$ cat src/hdl/sukt_pkg.sv
// Shared types and constants for the sorted unique key table.
// No dependencies.
package sukt_pkg;

  localparam int DEPTH = 16;
  localparam int KW    = 32;
  localparam int IW    = $clog2(DEPTH);
  localparam int CW    = $clog2(DEPTH + 1);

  typedef enum logic [1:0] {
    FN_INSERT = 2'd0,
    FN_DELETE = 2'd1,
    FN_SEARCH = 2'd2,
    FN_DUMP   = 2'd3
  } func_t;

  typedef enum logic [2:0] {
    ST_OK       = 3'd0,
    ST_DUP      = 3'd1,
    ST_NOTFOUND = 3'd2,
    ST_FULL     = 3'd3,
    ST_EMPTY    = 3'd4
  } status_t;

  typedef enum logic [3:0] {
    S_IDLE,
    S_SCAN_RD,
    S_SCAN_CMP,
    S_DECIDE,
    S_INS_RD,
    S_INS_WR,
    S_PUT,
    S_DEL_RD,
    S_DEL_WR,
    S_DUMP_RD,
    S_DUMP_OUT,
    S_RESULT
  } state_t;

  typedef struct packed {
    logic          re;
    logic [IW-1:0] raddr;
    logic          we;
    logic [IW-1:0] waddr;
    logic [KW-1:0] wdata;
  } mem_req_t;

  typedef struct packed {
    status_t       status;
    logic [KW-1:0] key;
    logic [CW-1:0] count;
    logic          last;
  } res_t;

endpackage

$ cat src/hdl/sukt_ram.sv
// Simple dual-port synchronous RAM, one write and one registered read port.
// No dependencies.
module sukt_ram #(
  parameter int Depth = 16,
  parameter int Width = 32
) (
  input  logic                     clk,
  input  logic                     we,
  input  logic [$clog2(Depth)-1:0] waddr,
  input  logic [Width-1:0]         wdata,
  input  logic                     re,
  input  logic [$clog2(Depth)-1:0] raddr,
  output logic [Width-1:0]         rdata
);

  logic [Width-1:0] mem [Depth];
  logic [Width-1:0] rdata_r;

  always_ff @(posedge clk) begin
    if (we) begin
      mem[waddr] <= wdata;
    end
  end

  // read data holds while re is low
  always_ff @(posedge clk) begin
    if (re) begin
      rdata_r <= mem[raddr];
    end
  end

  assign rdata = rdata_r;

endmodule

$ cat src/hdl/sukt_ctrl.sv
// Sequencer for the key table: scan, shift, dump and result generation.
// Depends on sukt_pkg; drives the key RAM through a mem_req_t struct.
module sukt_ctrl (
  input  logic                    clk,
  input  logic                    rst_n,
  input  logic                    in_valid,
  output logic                    in_stall,
  input  logic [1:0]              in_func,
  input  logic [sukt_pkg::KW-1:0] in_key,
  output sukt_pkg::mem_req_t      mem_req,
  input  logic [sukt_pkg::KW-1:0] mem_rdata,
  output logic                    res_valid,
  input  logic                    res_ready,
  output sukt_pkg::res_t          res
);
  import sukt_pkg::*;

  state_t        state_r, state_nxt;
  func_t         func_r, func_nxt;
  logic [KW-1:0] key_r, key_nxt;
  logic [CW-1:0] count_r, count_nxt;
  logic [CW-1:0] idx_r, idx_nxt;
  logic [CW-1:0] pos_r, pos_nxt;
  logic          hit_r, hit_nxt;
  status_t       rstat_r, rstat_nxt;
  logic [KW-1:0] rkey_r, rkey_nxt;

  logic [CW-1:0] idx_inc, idx_dec, pos_inc;
  logic          accept;
  logic          dump_last;

  assign idx_inc   = idx_r + CW'(1);
  assign idx_dec   = idx_r - CW'(1);
  assign pos_inc   = pos_r + CW'(1);
  assign accept    = in_valid && (state_r == S_IDLE);
  assign dump_last = (idx_inc == count_r);

  // next state and register updates
  always_comb begin
    state_nxt = state_r;
    func_nxt  = func_r;
    key_nxt   = key_r;
    count_nxt = count_r;
    idx_nxt   = idx_r;
    pos_nxt   = pos_r;
    hit_nxt   = hit_r;
    rstat_nxt = rstat_r;
    rkey_nxt  = rkey_r;
    case (state_r)
      S_IDLE: begin
        if (accept) begin
          func_nxt = func_t'(in_func);
          key_nxt  = in_key;
          idx_nxt  = '0;
          pos_nxt  = '0;
          hit_nxt  = 1'b0;
          if (func_t'(in_func) == FN_DUMP) begin
            if (count_r == '0) begin
              rstat_nxt = ST_EMPTY;
              rkey_nxt  = '0;
              state_nxt = S_RESULT;
            end else begin
              state_nxt = S_DUMP_RD;
            end
          end else if (count_r == '0) begin
            state_nxt = S_DECIDE;
          end else begin
            state_nxt = S_SCAN_RD;
          end
        end
      end
      S_SCAN_RD: begin
        state_nxt = S_SCAN_CMP;
      end
      S_SCAN_CMP: begin
        if ($signed(mem_rdata) < $signed(key_r)) begin
          idx_nxt = idx_inc;
          if (idx_inc == count_r) begin
            pos_nxt   = count_r;
            hit_nxt   = 1'b0;
            state_nxt = S_DECIDE;
          end else begin
            state_nxt = S_SCAN_RD;
          end
        end else begin
          pos_nxt   = idx_r;
          hit_nxt   = (mem_rdata == key_r);
          state_nxt = S_DECIDE;
        end
      end
      S_DECIDE: begin
        rkey_nxt = key_r;
        if (func_r == FN_INSERT) begin
          if (hit_r) begin
            rstat_nxt = ST_DUP;
            state_nxt = S_RESULT;
          end else if (count_r == CW'(DEPTH)) begin
            rstat_nxt = ST_FULL;
            state_nxt = S_RESULT;
          end else if (pos_r == count_r) begin
            state_nxt = S_PUT;
          end else begin
            idx_nxt   = count_r - CW'(1);
            state_nxt = S_INS_RD;
          end
        end else if (count_r == '0) begin
          rstat_nxt = ST_EMPTY;
          state_nxt = S_RESULT;
        end else if (!hit_r) begin
          rstat_nxt = ST_NOTFOUND;
          state_nxt = S_RESULT;
        end else if (func_r == FN_DELETE) begin
          rstat_nxt = ST_OK;
          if (pos_inc == count_r) begin
            count_nxt = count_r - CW'(1);
            state_nxt = S_RESULT;
          end else begin
            idx_nxt   = pos_inc;
            state_nxt = S_DEL_RD;
          end
        end else begin
          // search hit: stored key equals the probe
          rstat_nxt = ST_OK;
          state_nxt = S_RESULT;
        end
      end
      S_INS_RD: begin
        state_nxt = S_INS_WR;
      end
      S_INS_WR: begin
        if (idx_r == pos_r) begin
          state_nxt = S_PUT;
        end else begin
          idx_nxt   = idx_dec;
          state_nxt = S_INS_RD;
        end
      end
      S_PUT: begin
        count_nxt = count_r + CW'(1);
        rstat_nxt = ST_OK;
        state_nxt = S_RESULT;
      end
      S_DEL_RD: begin
        state_nxt = S_DEL_WR;
      end
      S_DEL_WR: begin
        if (idx_inc == count_r) begin
          count_nxt = count_r - CW'(1);
          state_nxt = S_RESULT;
        end else begin
          idx_nxt   = idx_inc;
          state_nxt = S_DEL_RD;
        end
      end
      S_DUMP_RD: begin
        state_nxt = S_DUMP_OUT;
      end
      S_DUMP_OUT: begin
        if (res_ready) begin
          if (dump_last) begin
            state_nxt = S_IDLE;
          end else begin
            idx_nxt   = idx_inc;
            state_nxt = S_DUMP_RD;
          end
        end
      end
      S_RESULT: begin
        if (res_ready) begin
          state_nxt = S_IDLE;
        end
      end
      default: begin
        state_nxt = S_IDLE;
      end
    endcase
  end

  // outputs
  always_comb begin
    mem_req       = '0;
    mem_req.raddr = idx_r[IW-1:0];
    mem_req.waddr = idx_r[IW-1:0];
    mem_req.wdata = mem_rdata;
    in_stall      = (state_r != S_IDLE);
    res_valid     = 1'b0;
    res.status    = rstat_r;
    res.key       = rkey_r;
    res.count     = count_r;
    res.last      = 1'b1;
    case (state_r)
      S_SCAN_RD, S_INS_RD, S_DEL_RD, S_DUMP_RD: begin
        mem_req.re = 1'b1;
      end
      S_INS_WR: begin
        mem_req.we    = 1'b1;
        mem_req.waddr = idx_inc[IW-1:0];
      end
      S_DEL_WR: begin
        mem_req.we    = 1'b1;
        mem_req.waddr = idx_dec[IW-1:0];
      end
      S_PUT: begin
        mem_req.we    = 1'b1;
        mem_req.waddr = pos_r[IW-1:0];
        mem_req.wdata = key_r;
      end
      S_DUMP_OUT: begin
        res_valid  = 1'b1;
        res.status = ST_OK;
        res.key    = mem_rdata;
        res.last   = dump_last;
      end
      S_RESULT: begin
        res_valid = 1'b1;
      end
      default: begin
        mem_req.re = 1'b0;
      end
    endcase
  end

  always_ff @(posedge clk) begin
    if (!rst_n) begin
      state_r <= S_IDLE;
      count_r <= '0;
    end else begin
      state_r <= state_nxt;
      count_r <= count_nxt;
    end
  end

  always_ff @(posedge clk) begin
    func_r  <= func_nxt;
    key_r   <= key_nxt;
    idx_r   <= idx_nxt;
    pos_r   <= pos_nxt;
    hit_r   <= hit_nxt;
    rstat_r <= rstat_nxt;
    rkey_r  <= rkey_nxt;
  end

endmodule

$ cat src/hdl/sorted_unique_key_table_unit.sv
// Sorted unique key table: one key RAM, a sequencer and the output register.
// Search, delete and insert first scan the stored keys in order (none on an empty
// table); a delete that hits and an insert that stores its key then shift the
// keys behind the position, and the insert writes its key in a final step. A
// dump reads and presents each stored key in turn. Every result can be held by
// an output stall. The key RAM has a single registered read port: each scan
// step and each shift step is a read followed by a compare or write. One item
// is worked at a time; a new word is taken once the previous item's last result
// has been handed to the output register.
module sorted_unique_key_table_unit (
  input  logic                    clk,
  input  logic                    rst_n,
  input  logic                    in_valid,
  output logic                    in_stall,
  input  logic [1:0]              in_func,
  input  logic [sukt_pkg::KW-1:0] in_key,
  output logic                    out_valid,
  input  logic                    out_stall,
  output logic [2:0]              out_status,
  output logic [sukt_pkg::KW-1:0] out_key_out,
  output logic [sukt_pkg::CW-1:0] out_count_out,
  output logic                    out_last
);
  import sukt_pkg::*;

  mem_req_t      mem_req;
  logic [KW-1:0] mem_rdata;
  logic          res_valid;
  logic          res_ready;
  res_t          res;

  logic          out_valid_r, out_valid_nxt;
  res_t          out_r;

  sukt_ram #(
    .Depth(DEPTH),
    .Width(KW)
  ) u_ram (
    .clk  (clk),
    .we   (mem_req.we),
    .waddr(mem_req.waddr),
    .wdata(mem_req.wdata),
    .re   (mem_req.re),
    .raddr(mem_req.raddr),
    .rdata(mem_rdata)
  );

  sukt_ctrl u_ctrl (
    .clk      (clk),
    .rst_n    (rst_n),
    .in_valid (in_valid),
    .in_stall (in_stall),
    .in_func  (in_func),
    .in_key   (in_key),
    .mem_req  (mem_req),
    .mem_rdata(mem_rdata),
    .res_valid(res_valid),
    .res_ready(res_ready),
    .res      (res)
  );

  // output register frees when empty or its word is taken this cycle
  assign res_ready = !out_valid_r || !out_stall;

  always_comb begin
    out_valid_nxt = out_valid_r;
    if (res_ready) begin
      out_valid_nxt = res_valid;
    end
  end

  always_ff @(posedge clk) begin
    if (!rst_n) begin
      out_valid_r <= 1'b0;
    end else begin
      out_valid_r <= out_valid_nxt;
    end
  end

  always_ff @(posedge clk) begin
    if (res_ready && res_valid) begin
      out_r <= res;
    end
  end

  assign out_valid     = out_valid_r;
  assign out_status    = out_r.status;
  assign out_key_out   = out_r.key;
  assign out_count_out = out_r.count;
  assign out_last      = out_r.last;

endmodule

$ cat config.mk
export PLATFORM = sky130hd
export DESIGN_NAME = sorted_unique_key_table_unit
export DESIGN_NICKNAME = d
export VERILOG_FILES = /design/src/hdl/sukt_pkg.sv /design/src/hdl/sukt_ram.sv /design/src/hdl/sukt_ctrl.sv /design/src/hdl/sorted_unique_key_table_unit.sv
export SDC_FILE = /design/constraint.sdc
export NUM_CORES = 1
export LEC_CHECK = 0
export BUFFER_PORTS_ARGS = -buffer_cell sky130_fd_sc_hd__buf_2
export CORE_UTILIZATION = 50
export CTS_CLUSTER_DIAMETER = 80
export DETAILED_ROUTE_END_ITERATION = 10
export PLACE_DENSITY_LB_ADDON = 0.2
export REMOVE_ABC_BUFFERS = 1
export SYNTH_ARGS = -nofsm -noshare
export SYNTH_HDL_FRONTEND = slang
export SYNTH_SLANG_ARGS = --single-unit
$ cat constraint.sdc
create_clock -name clk -period 5.55 [get_ports clk]
set_input_delay 1.11 -clock clk [delete_from_list [all_inputs] [get_ports clk]]
set_output_delay 1.11 -clock clk [all_outputs]
set_load 0.01 [all_outputs]
## After elaboration in Yosys (flattened, before gate mapping)

Memories as Yosys holds them, arrays and structs flattened. A register that Yosys moved wholly into a read port is not among the register bits.
Index checks and enable logic that the tools add are counted.

- Bits in registers: 131
- Bits in writable memories: 512
- Output and inout port bits: 43
- Word-level logic and storage cells: 153
- Memories kept: 1

- Add/subtract/negate cells: 5
- Magnitude comparators: 1
- Equal/unequal tests: 41
- Multiplexer cells: 68
- Reductions and logical operators: 23

Memory list:

| memory | depth | bits a word | rd ports | clocked after Yosys merged registers in | write ports | RTL line | source |
|---|---|---|---|---|---|---|---|
| u_ram.mem | 16 | 32 | 1 | 1 | 1 | sukt_ram.sv:16 | `logic [Width-1:0] mem [Depth];` |

Operators by type and width:

| kind | count |
|---|---|
| 2-to-1 mux 32 bit | 5 |
| 2-to-1 mux 5 bit | 21 |
| one-hot mux 32 bit (2 select lines) | 1 |
| 2-to-1 mux 4 bit | 13 |
| one-hot mux 4 bit (12 select lines) | 1 |
| equality test 32 bit | 1 |
| < comparator 32 bit | 1 |
| one-hot mux 5 bit (3 select lines) | 2 |
| one-hot mux 5 bit (6 select lines) | 1 |
| 2-to-1 mux 3 bit | 7 |
| equality test 5 bit | 4 |
| equality test 4 x 3 -> 1 bit, second input constant | 4 |
| equality test 4 bit, second input constant | 4 |
| adder 5 x 1 -> 5 bit, second input constant | 3 |
| 2-to-1 mux 2 bit | 7 |
| inequality test 2 bit, second input constant | 7 |
| inequality test 2 x 1 -> 1 bit, second input constant | 6 |
| AND reduction 12 bit | 1 |
| one-hot mux 5 bit (2 select lines) | 1 |
| subtractor 5 x 1 -> 5 bit, second input constant | 2 |
| inequality test 3 x 2 -> 1 bit, second input constant | 3 |
| inequality test 3 bit, second input constant | 3 |
| one-hot mux 3 bit (3 select lines) | 1 |
| equality test 4 x 2 -> 1 bit, second input constant | 2 |
| other kinds (25) | 37 |

## Longest topological paths before layout

Gate-level depths: netlist of run 1.

- Depth in word-level cells: 8
- Gate-level depth with buffers: 11
- Gate-level depth less buffers: 8

## Modules after synthesis

A second synthesis of run 1 with hierarchy kept.

- Cells, all modules: 1528
- Area, all modules: 27536.4 um^2

By module, submodules not included:

| module | times used | cells each | area an instance (um^2) | seq. area each (um^2) |
|---|---|---|---|---|
| sukt_ram | 1 | 838 | 20155.6 | 16335.7 |
| sukt_ctrl | 1 | 644 | 6108.4 | 2582.5 |
| sorted_unique_key_table_unit | 1 | 46 | 1272.5 | 1251.2 |

## Worst setup path after synthesis of run 1

Ideal clock, no wire load.

- Kind: reg2reg
- Start: register u_ctrl.idx_r[1]
- End: memory u_ram.mem[0][0] (enable)
- Setup time: 0.421 ns
- Data arrival time: 3.544 ns
- Path slack: 1.585 ns
- Cell stages (with the launch flop): 11
- Path through: edfxtp_1 -> clkbuf_1 -> clkbuf_1 -> clkbuf_1 -> inv_1 -> ha_1 -> a32oi_1 -> or3_1 -> nand3_1 -> or2_2 -> nor2_1

- Cells in the longest elaborated chain, start to end: 2

RTL lines:

| what | RTL line | source |
|---|---|---|
| start: declaration | sukt_ctrl.sv:22 | `logic [CW-1:0] idx_r, idx_nxt;` |
| start signal: assignment | sukt_ctrl.sv:236 | `idx_r <= idx_nxt;` |
| subtractor 5 x 1 -> 5 bit / adder 5 x 1 -> 5 bit (equally long branches) | sukt_ctrl.sv:33, sukt_ctrl.sv:32 |  |
| one-hot mux 5 bit (3 select lines) (*) | sukt_ctrl.sv:191 | `case (state_r)` |
| end: declaration | sukt_ram.sv:16 |  |

Mark *: on every way between the ends. The rest lies on a longest branch, timed or not.

## Worst setup path after layout of run 1

- Start: register u_ctrl.state_r[0]
- End: memory u_ram.mem[8][3] (enable)

- Cells in the longest elaborated chain, start to end: 4

RTL lines:

| what | RTL line | source |
|---|---|---|
| start: declaration | sukt_ctrl.sv:18 | `state_t state_r, state_nxt;` |
| start signal: assignment | sukt_ctrl.sv:228 | `state_r <= state_nxt;` |
| equality test 4 x 3 -> 1 bit / equality test 4 bit (equally long branches) | sukt_ctrl.sv:191 |  |
| one-hot mux 5 bit (3 select lines) (*) | sukt_ctrl.sv:191 |  |
| 2-to-1 mux 1 bit | sukt_ram.sv:20 | `if (we) begin` |
| 2-to-1 mux 1 bit (not written as such) | sukt_ram.sv:21 | `mem[waddr] <= wdata;` |

Marked as above.

==> results of run 1 <==
==> power by group through the flow <==
stage / logic (µW) / clock network [µW] / registers [µW]
floorplan: 3210 / 0 / 7680
global placement: 4760 / 0 / 7460
detailed placement: 4840 / 0 / 7470
CTS: 4860 / 4480 / 7370
global route: 5210 / 4680 / 7430
finish: 4820 / 4410 / 7370
==> area by class of cell <==
cell class | count | area share, %
inverter | 42 | 0.507
tap | 696 | 2.80
timing repair buffer | 128 | 2.57
sequential | 675 | 64.9
clock buffer | 89 | 5.94
clock inverter | 36 | 0.954
multi-input combinational | 642 | 22.3
==> cells in the mapped netlist, types with 32 or more instances <==
| cell | count | area (µm²) |
|---|---|---|
| nand2_1 | 77 | 289 |
| a21oi_1 | 33 | 165 |
| clkbuf_1 | 41 | 154 |
| inv_1 | 41 | 154 |
| ha_1 | 38 | 475 |
| mux2_2 | 32 | 360 |
| o21ai_0 | 53 | 265 |
| mux4_2 | 160 | 3600 |
| nor2_1 | 73 | 274 |
| edfxtp_1 | 665 | 20000 |
==> routing by layer <==
metal	track usage, %	up-vias	routed length, µm
li1	-	6039	-
met5	0	-	0
met4	6.55	0	1180
met2	36.3	488	30300
met1	34.5	7367	28300
met3	4.39	83	3930
==> final timing paths <==
path,from,to,slack [ns],cells after the start
worst min register to register,u_ctrl.rstat_r[2],out_status[2],0.53,1
worst max register to register,u_ctrl.state_r[0],u_ram.mem[8][3],1.50,6
worst max-delay path,u_ctrl.state_r[0],u_ram.mem[8][3],1.50,6
worst min-delay path,u_ctrl.rstat_r[2],out_status[2],0.53,1
==> per-stage QoR <==
stage	instance area [µm²]	hold WS (ns)
5_1_grt	31100	0.552
6_report	31100	0.535
3_5_place_dp	28900	0.523
2_1_floorplan	27100	0.509
4_1_cts	31000	0.537
3_3_place_gp	28900	0.526
==> kinds of logic (layout without fill, tap and decap cells) <==
logic type               after synthesis  after routing  share of synthesized area (%)
buffers and inverters                118            295                           1.77
flip-flops                           675            675                           73.5
multiplexers                         199            199                           14.7
adder cells (fa/ha/maj)               38             38                           1.73
AO/OA/AOI/OAI                        139            139                           3.15
AND/OR/NAND/NOR                      234            234                           4.02
XOR/XNOR                              32             32                           1.12
==> registers in the layout (all words and copies together), names as in the netlist, 32 cells and up <==
register,flops
u_ram.rdata,32
out_key_out,32
u_ctrl.rkey_r,32
u_ctrl.key_r,32
u_ram.mem,512
==> results by group, run 1 <==
Placement
  – Count of input and output buffers: 80
  – GP Congestion: 0.848
  – Setup Slack @ Placement: 1.54 ns
  – Placed Cells: 2180
  – HPWL after DPL: 36700 µm

Timing
  – Final Skew: 0.0128 ns
  – Pins over their slew limit: 0
  – Period utilisation layout: 73.0%
  – Unrepaired setup endpoints after global routing: false
  – Final hold violations: 0
  – Fmax achieved: 0.247 GHz
  – Final setup fails: 0
  – Fin crit period: 4.05 ns
  – Rel. slew slack: 8.35%
  – Setup total negative slack: 0 ns
  – Worst-Margin Slew: 1.37 ns
  – Setup ws final: 1.50 ns

Final layout
  – Area delta synth->final: 13.2%
  – Fin util: 57.5%
  – Commonest non-fill, non-tap cells in the layout: edfxtp_1, mux4_2, buf_2
  – Commonest non-fill, non-tap cell in the layout: edfxtp_1
  – Non-filler cells, final: 2308
  – Layout cells sized above 1: 27.4%
  – Multi-input gate area in the final layout: 0.00693 mm²
  – Layout Nets: 1636
  – Register Area: 0.0202 mm²
  – Antenna Cells: 0
  – Number of fillers in the final layout: 4040

Worst setup path
  – Critical setup path kind: flip-flop to flip-flop
  – Slowest cell on the critical path: dfxtp_1
  – Critical path arrival: 4.31 ns
  – Worst path max stage delay: 0.78 ns
  – Worst setup EP type: flip-flop
  – Critical path launch point type: flip-flop
  – Cell family with most CP delay: simple AND/OR/NAND/NOR gates
  – Crit Path Max Fanout: 23
  – Cell-by-cell trace of the critical path: nor2b_1, a32oi_1, o21ai_0, nand3_1, nor2_4, buf_4
  – Crit path buf inv count: 1
  – Critical path required time: 5.81 ns

Power
  – Final Total Pwr: 16600 µW
  – Leakage: 0.0103 µW
  – Clock power share: 26.6%
  – Sw power: 5180 µW
  – Int Power: 11400 µW
  – Peak supply drop: 261 µV
  – Register share of total power: 44.4%
  – Power per cell area: 534 mW/mm²
  – Switching portion of total power: 31.2%
  – Combinational Power Share: 29.0%

Routing
  – Via count: 14000
  – Drt first pass iters: 5
  – Final wirelength: 63800 µm
  – Via density: 6.06
  – Iter 0 DRT Violations: 1258
  – Residual DRC: 0
  – Residual antenna-violating net count after detailed routing: 0
  – WL per Instance: 27.6 µm

Floorplan
  – Die area: 0.0558 mm²
  – I/O pin count: 81
  – Initial core utilization: 50.8%
  – Area of the core: 0.0540 mm²
  – Die Height: 236 µm
  – Row cnt: 85
  – DIE WIDTH: 236 µm

Clocking
  – H-tree levels: 3
  – Post_cts resized: 0
  – Cts bufs inserted: 71
  – Root Driver: clkbuf_16
  – Clock sink count: 675
  – Setup Fix Bufs, Post-CTS: 0
  – Clock buffer depth: 3
  – Clock Latency Late Sink: 0.60 ns
  – Hold_buf cts: 0
  – CTS tree: built
  – Worst-path clk slew: 0.06 ns

Global routing
  – Largest net degree at the start of global routing: 68
  – Global-route wire length before repair: 94400 µm
  – GRT Total Usage: 23.5%
  – Initial antenna violation count: 1
  – GRT Residual Overflow: 0
  – Number of global-route vias before repair: 14200

Synth
  – Number of synthesized flops with an enable pin: 665
  – Sequential area share after synthesis: 73.5%
  – Distinct cells, synth: 64
  – Synth Flop Type: edfxtp_1
  – Mapped Cells: 1435
  – Synth Register Bits: 675
  – Avg Cell Area, Syn: 19.1 µm²
  – Async SR Flop Fraction: 0%
  – Yosys warning count: 0
  – Mapped Area: 0.0274 mm²

Worst hold path
  – Hold WC Path Type: flip-flop to flip-flop

Flow run
  – Max Cap Viol: 0

Run status
  – Status: completed
(Power assumes the default switching activity.)
==> run 2, diff against run 1 <==
==> constraint.sdc (replaced) <==
create_clock -name clk -period 3.35 [get_ports clk]
set_input_delay 0.67 -clock clk [delete_from_list [all_inputs] [get_ports clk]]
set_output_delay 0.67 -clock clk [all_outputs]
set_load 0.01 [all_outputs]
==> run 2 against run 1 <==
Sequential cell count unchanged. Routed wire length increased by 0.59%. Die area unchanged. Critical path depth increased by 2. Fmax increased by 27%. First-iteration DRC count increased by 21%. Clock power increased by 77%. Sequential share of layout area decreased by 1.6 points. Setup slack got worse by 1.3 ns. Clock-buffer cell count decreased by 4. Largest cell class unchanged.
==> results by group, run 2 (synthesis results as in run 1) <==
Routing
  – Drt first pass iters: 5
  – Final wirelength: 64100 µm
  – Residual DRC: 0
  – Residual antenna-violating net count after detailed routing: 0
  – Via density: 6.00
  – Via count: 14100
  – Iter 0 DRT Violations: 1526
  – WL per Instance: 27.2 µm

Final layout
  – Layout cells sized above 1: 30.2%
  – Commonest non-fill, non-tap cell in the layout: edfxtp_1
  – Antenna Cells: 0
  – Layout Nets: 1686
  – Commonest non-fill, non-tap cells in the layout: edfxtp_1, mux4_2, buf_2
  – Most flops, register: u_ram.mem
  – Area delta synth->final: 16.2%
  – Max reg flops: 512
  – Number of fillers in the final layout: 3970

Clocking
  – Worst-path clk slew: 0.06 ns
  – Root Driver: clkbuf_16
  – CTS tree: built
  – Hold_buf cts: 0
  – H-tree levels: 3
  – Clock sink count: 675
  – Post_cts resized: 0
  – Cts bufs inserted: 71
  – Clock Latency Late Sink: 0.61 ns
  – Clock buffer depth: 3
  – Setup Fix Bufs, Post-CTS: 0

Power
  – Final Total Pwr: 28200 µW
  – Combinational Power Share: 29.6%
  – Sw power: 8550 µW
  – Leakage: 0.0107 µW
  – Clock power share: 27.7%
  – Int Power: 19600 µW
  – Power per cell area: 883 mW/mm²
  – Peak supply drop: 704 µV
  – Register share of total power: 42.6%
  – Switching portion of total power: 30.4%

Placement
  – GP Congestion: 0.893
  – Count of input and output buffers: 80
  – HPWL after DPL: 36500 µm

Worst hold path
  – Hold Path Depth: 1
  – Hold WC Path Type: primary input to flip-flop

Timing
  – Rel. slew slack: 40.8%
  – Unrepaired setup endpoints after global routing: false
  – Hold_ws: 0.240 ns
  – Worst-Margin Slew: 0.888 ns
  – Fmax achieved: 0.313 GHz
  – Final setup fails: 0
  – Final Skew: 0.0163 ns
  – Final hold violations: 0
  – Fin crit period: 3.20 ns
  – Pins over their slew limit: 0
  – Period utilisation layout: 95.4%

Worst setup path
  – Crit Path Max Fanout: 6
  – Critical path required time: 3.66 ns
  – Crit path buf inv count: 1
  – Critical path launch point type: flip-flop
  – Critical path arrival: 3.51 ns
  – R2R cell count: 8
  – Worst setup EP type: flip-flop
  – Critical setup path kind: flip-flop to flip-flop
  – Cell-by-cell trace of the critical path: ha_1, nand4_1, nor3_1, a21boi_0, o41ai_1, a21oi_2, a211oi_1, buf_4
  – Worst path max stage delay: 0.77 ns
  – Cell family with most CP delay: compound AO/OA/AOI/OAI gates
  – Slowest cell on the critical path: o41ai_1
  – Worst path depth: 8

Floorplan
  – Row cnt: 85
  – Area of the core: 0.0540 mm²
  – DIE WIDTH: 236 µm
  – I/O pin count: 81
  – Die area: 0.0558 mm²
  – Die Height: 236 µm
  – Initial core utilization: 50.8%

Run status
  – Status: completed

Global routing
  – Initial antenna violation count: 0
  – GRT Total Usage: 23.6%
  – Largest net degree at the start of global routing: 80
  – GRT Residual Overflow: 0
  – Number of global-route vias before repair: 14300
  – Global-route wire length before repair: 94700 µm

Flow run
  – Max Cap Viol: 0
run 2: cell types whose count changed in the layout (fill, tap and decap cells not counted), sizes merged:
cell | previous run | this run
bufinv | 3 | 8
clkbuf | 89 | 85
buf | 128 | 178
inv | 47 | 46
clkinv | 26 | 25
run 2: final timing paths:
kind	startpoint	end	slack, ns
worst max-delay path	u_ram.rdata[13]	u_ctrl.idx_r[3]	0.15
worst min-delay path	in_key[16]	u_ctrl.key_r[16]	0.24
worst max register to register	u_ram.rdata[13]	u_ctrl.idx_r[3]	0.15
worst min register to register	u_ctrl.rkey_r[4]	out_key_out[4]	0.54
run 2: power groups by stage:
stage | Sequential (µW) | Combinational, µW | Clock [µW]
finish | 12000 | 8340 | 7800
global route | 12100 | 9020 | 8230
CTS | 12000 | 8440 | 7940
detailed placement | 12200 | 8410 | 0
global placement | 12100 | 8290 | 0
floorplan | 12600 | 4930 | 0
run 2: area by class of cell:
type / instances / area [µm²] / area share [%]
repair buffers: 178 / 1450 / 4.55
clock inverters: 39 / 425 / 1.33
inverters: 42 / 158 / 0.495
flip-flops and latches: 675 / 20200 / 63.3
clock buffers: 85 / 1870 / 5.87
well taps: 696 / 871 / 2.73
multi-input cells: 642 / 6930 / 21.8
run 2: worst register-to-register path, stage by stage, from the launching register on:
cell	delay, ns
edfxtp_1	0.42
ha_1	0.33
nand4_1	0.22
nor3_1	0.14
a21boi_0	0.14
o41ai_1	0.77
a21oi_2	0.32
a211oi_1	0.37
buf_4	0.20
run 2: per-layer routing:
metal	global-route usage (%)	vias to the layer above	wire, µm
met2	38.1	477	31500
met4	6.28	0	1360
met3	4.49	86	4060
met1	33.1	7440	27300
li1	-	6135	-
met5	0	-	0
run 2: per-stage QoR:
| stage | util (%) | instances | TNS, ns | cell area, µm² | setup WS [ns] |
|---|---|---|---|---|---|
| after floorplan | - | 1359 | -2741.96 | 27100 | -4.99 |
| after global placement | 54.8 | 2233 | 0 | 29600 | 0.332 |
| after detailed placement | 54.8 | 2233 | 0 | 29600 | 0.235 |
| after CTS | 59.0 | 2357 | 0 | 31900 | 0.169 |
| after global routing | 59.0 | 2357 | 0 | 31900 | 0.0142 |
| final | 59.0 | 2357 | 0 | 31900 | 0.153 |
==> run 3, diff against run 2 <==
--- a/config.mk
+++ b/config.mk
@@ -9,6 +9,7 @@
 export CORE_UTILIZATION = 50
 export CTS_CLUSTER_DIAMETER = 80
 export DETAILED_ROUTE_END_ITERATION = 10
+export MAX_ROUTING_LAYER = met4
 export PLACE_DENSITY_LB_ADDON = 0.2
 export REMOVE_ABC_BUFFERS = 1
 export SYNTH_ARGS = -nofsm -noshare
==> run 3 against run 2 <==
Die area is the same. First-iteration DRC count shrank 5.5%. Global-route usage grew 0.73 points. Sequential cell count is the same. Worst hold slack gained 0.0013 ns. Highest routed layer unchanged. Core utilization is essentially flat.
==> results by group, run 3 (synthesis results as in run 1) <==
Worst setup path
  – Critical setup path kind: flip-flop to flip-flop
  – Crit Path Max Fanout: 5
  – Critical path required time: 3.67 ns
  – Critical path arrival: 3.27 ns
  – Critical path launch point type: flip-flop
  – Worst setup EP type: flip-flop

Timing
  – Final Skew: 0.0252 ns
  – Setup total negative slack: 0 ns
  – Worst-Margin Slew: 0.840 ns
  – Final hold violations: 0
  – Pins over their slew limit: 0
  – Fmax achieved: 0.338 GHz
  – Rel. slew slack: 43.2%
  – Period utilisation layout: 88.2%
  – Final setup fails: 0
  – Fin crit period: 2.96 ns
  – Unrepaired setup endpoints after global routing: false

Placement
  – GP Congestion: 0.910
  – HPWL after DPL: 36800 µm
  – Placed Area: 0.0296 mm²
  – Count of input and output buffers: 80

Floorplan
  – Die Height: 236 µm
  – Area of the core: 0.0540 mm²
  – DIE WIDTH: 236 µm
  – Die area: 0.0558 mm²
  – Row cnt: 85
  – Initial core utilization: 50.8%
  – I/O pin count: 81

Run status
  – Status: completed

Power
  – Peak supply drop: 602 µV
  – Power per cell area: 880 mW/mm²
  – Leakage: 0.0107 µW
  – Final Total Pwr: 28100 µW

Clocking
  – Setup Fix Bufs, Post-CTS: 0
  – H-tree levels: 3
  – Clock Latency Late Sink: 0.61 ns
  – CTS tree: built
  – Clock buffer depth: 3
  – Post_cts resized: 0
  – Root Driver: clkbuf_16
  – Hold_buf cts: 0
  – Cts bufs inserted: 72
  – Clock sink count: 675
  – Worst-path clk slew: 0.06 ns

Global routing
  – GRT Residual Overflow: 0
  – Initial antenna violation count: 0
  – Largest net degree at the start of global routing: 84
  – Global-route wire length before repair: 94300 µm
  – Number of global-route vias before repair: 14100
  – GRT Total Usage: 24.3%

Final layout
  – Fin util: 59.0%
  – Max reg flops: 512
  – Multi-input gate area in the final layout: 0.00693 mm²
  – Number of fillers in the final layout: 3921
  – Register Area: 0.0202 mm²
  – Layout Nets: 1687
  – Most flops, register: u_ram.mem
  – Antenna Cells: 0
  – Commonest non-fill, non-tap cells in the layout: edfxtp_1, mux4_2, buf_2
  – Area delta synth->final: 16.3%
  – Layout cells sized above 1: 30.1%
  – Commonest non-fill, non-tap cell in the layout: edfxtp_1
  – Post-route design area: 0.0319 mm²

Routing
  – Residual DRC: 0
  – Drt first pass iters: 5
  – Residual antenna-violating net count after detailed routing: 0
  – Iter 0 DRT Violations: 1442
  – Final wirelength: 64300 µm
  – WL per Instance: 27.2 µm
  – Via density: 6.02
  – Via count: 14200

Worst hold path
  – Hold WC Path Type: primary input to flip-flop

Flow run
  – Max Cap Viol: 0
## run 3: cell types whose count changed in the layout (fill, tap and decap cells not counted)
cell,before,now
clkinvlp_4,2,1
bufinv_16,8,5
buf_4,73,70
clkbuf_16,73,75
clkinv_2,11,13
clkinv_1,12,13
clkbuf_1,12,18
buf_12,25,28
clkinv_8,2,0
inv_6,3,5
clkbuf_8,0,1
clkinv_4,0,1
inv_8,1,0
## run 3: power by group
part	total (µW)	internal, µW	switching [µW]
Sequential	12000	11400	605
Combinational	8370	3600	4770
Clock	7720	4520	3200
Total	28100	19500	8580
## run 3: critical path, stage by stage (launching register included)
cell	delay, ns
edfxtp_1	0.43
ha_1	0.36
a21o_1	0.20
a21oi_1	0.13
a211oi_1	0.09
o41ai_1	0.77
a21oi_2	0.16
a211oi_1	0.33
buf_4	0.19
## run 3: metrics by stage
step / cells / hold WS, ns / setup WS, ns
2_1_floorplan: 1359 / 0.509 / -4.99
3_3_place_gp: 2233 / 0.520 / 0.487
3_5_place_dp: 2233 / 0.521 / 0.449
4_1_cts: 2365 / 0.208 / 0.426
5_1_grt: 2365 / 0.222 / 0.181
6_report: 2365 / 0.241 / 0.395
## run 3: final timing paths
check / from / endpoint / slack (ns) / cells after the start
max: u_ram.rdata[6] / u_ctrl.idx_r[1] / 0.39 / 8
min: in_key[19] / u_ctrl.key_r[19] / 0.24 / 1
max reg2reg: u_ram.rdata[6] / u_ctrl.idx_r[1] / 0.39 / 8
min reg2reg: u_ctrl.rstat_r[2] / out_status[2] / 0.53 / 1
## run 3: area by class of cell
class	count	area share, %
flip-flops and latches	675	63.2
repair buffers	178	4.66
inverters	42	0.494
multi-input cells	642	21.7
clock buffers	94	6.14
well taps	696	2.73
clock inverters	38	1.02
## run 3: metal layers
layer	GRT usage, %	part of all wire [%]	vias up	wire [µm]
met5	-	0	-	0
met4	7.38	2.0	0	1310
met3	3.86	7.0	92	4510
met2	37.3	48	575	31000
met1	33.9	43	7431	27400
li1	-	-	6138	-
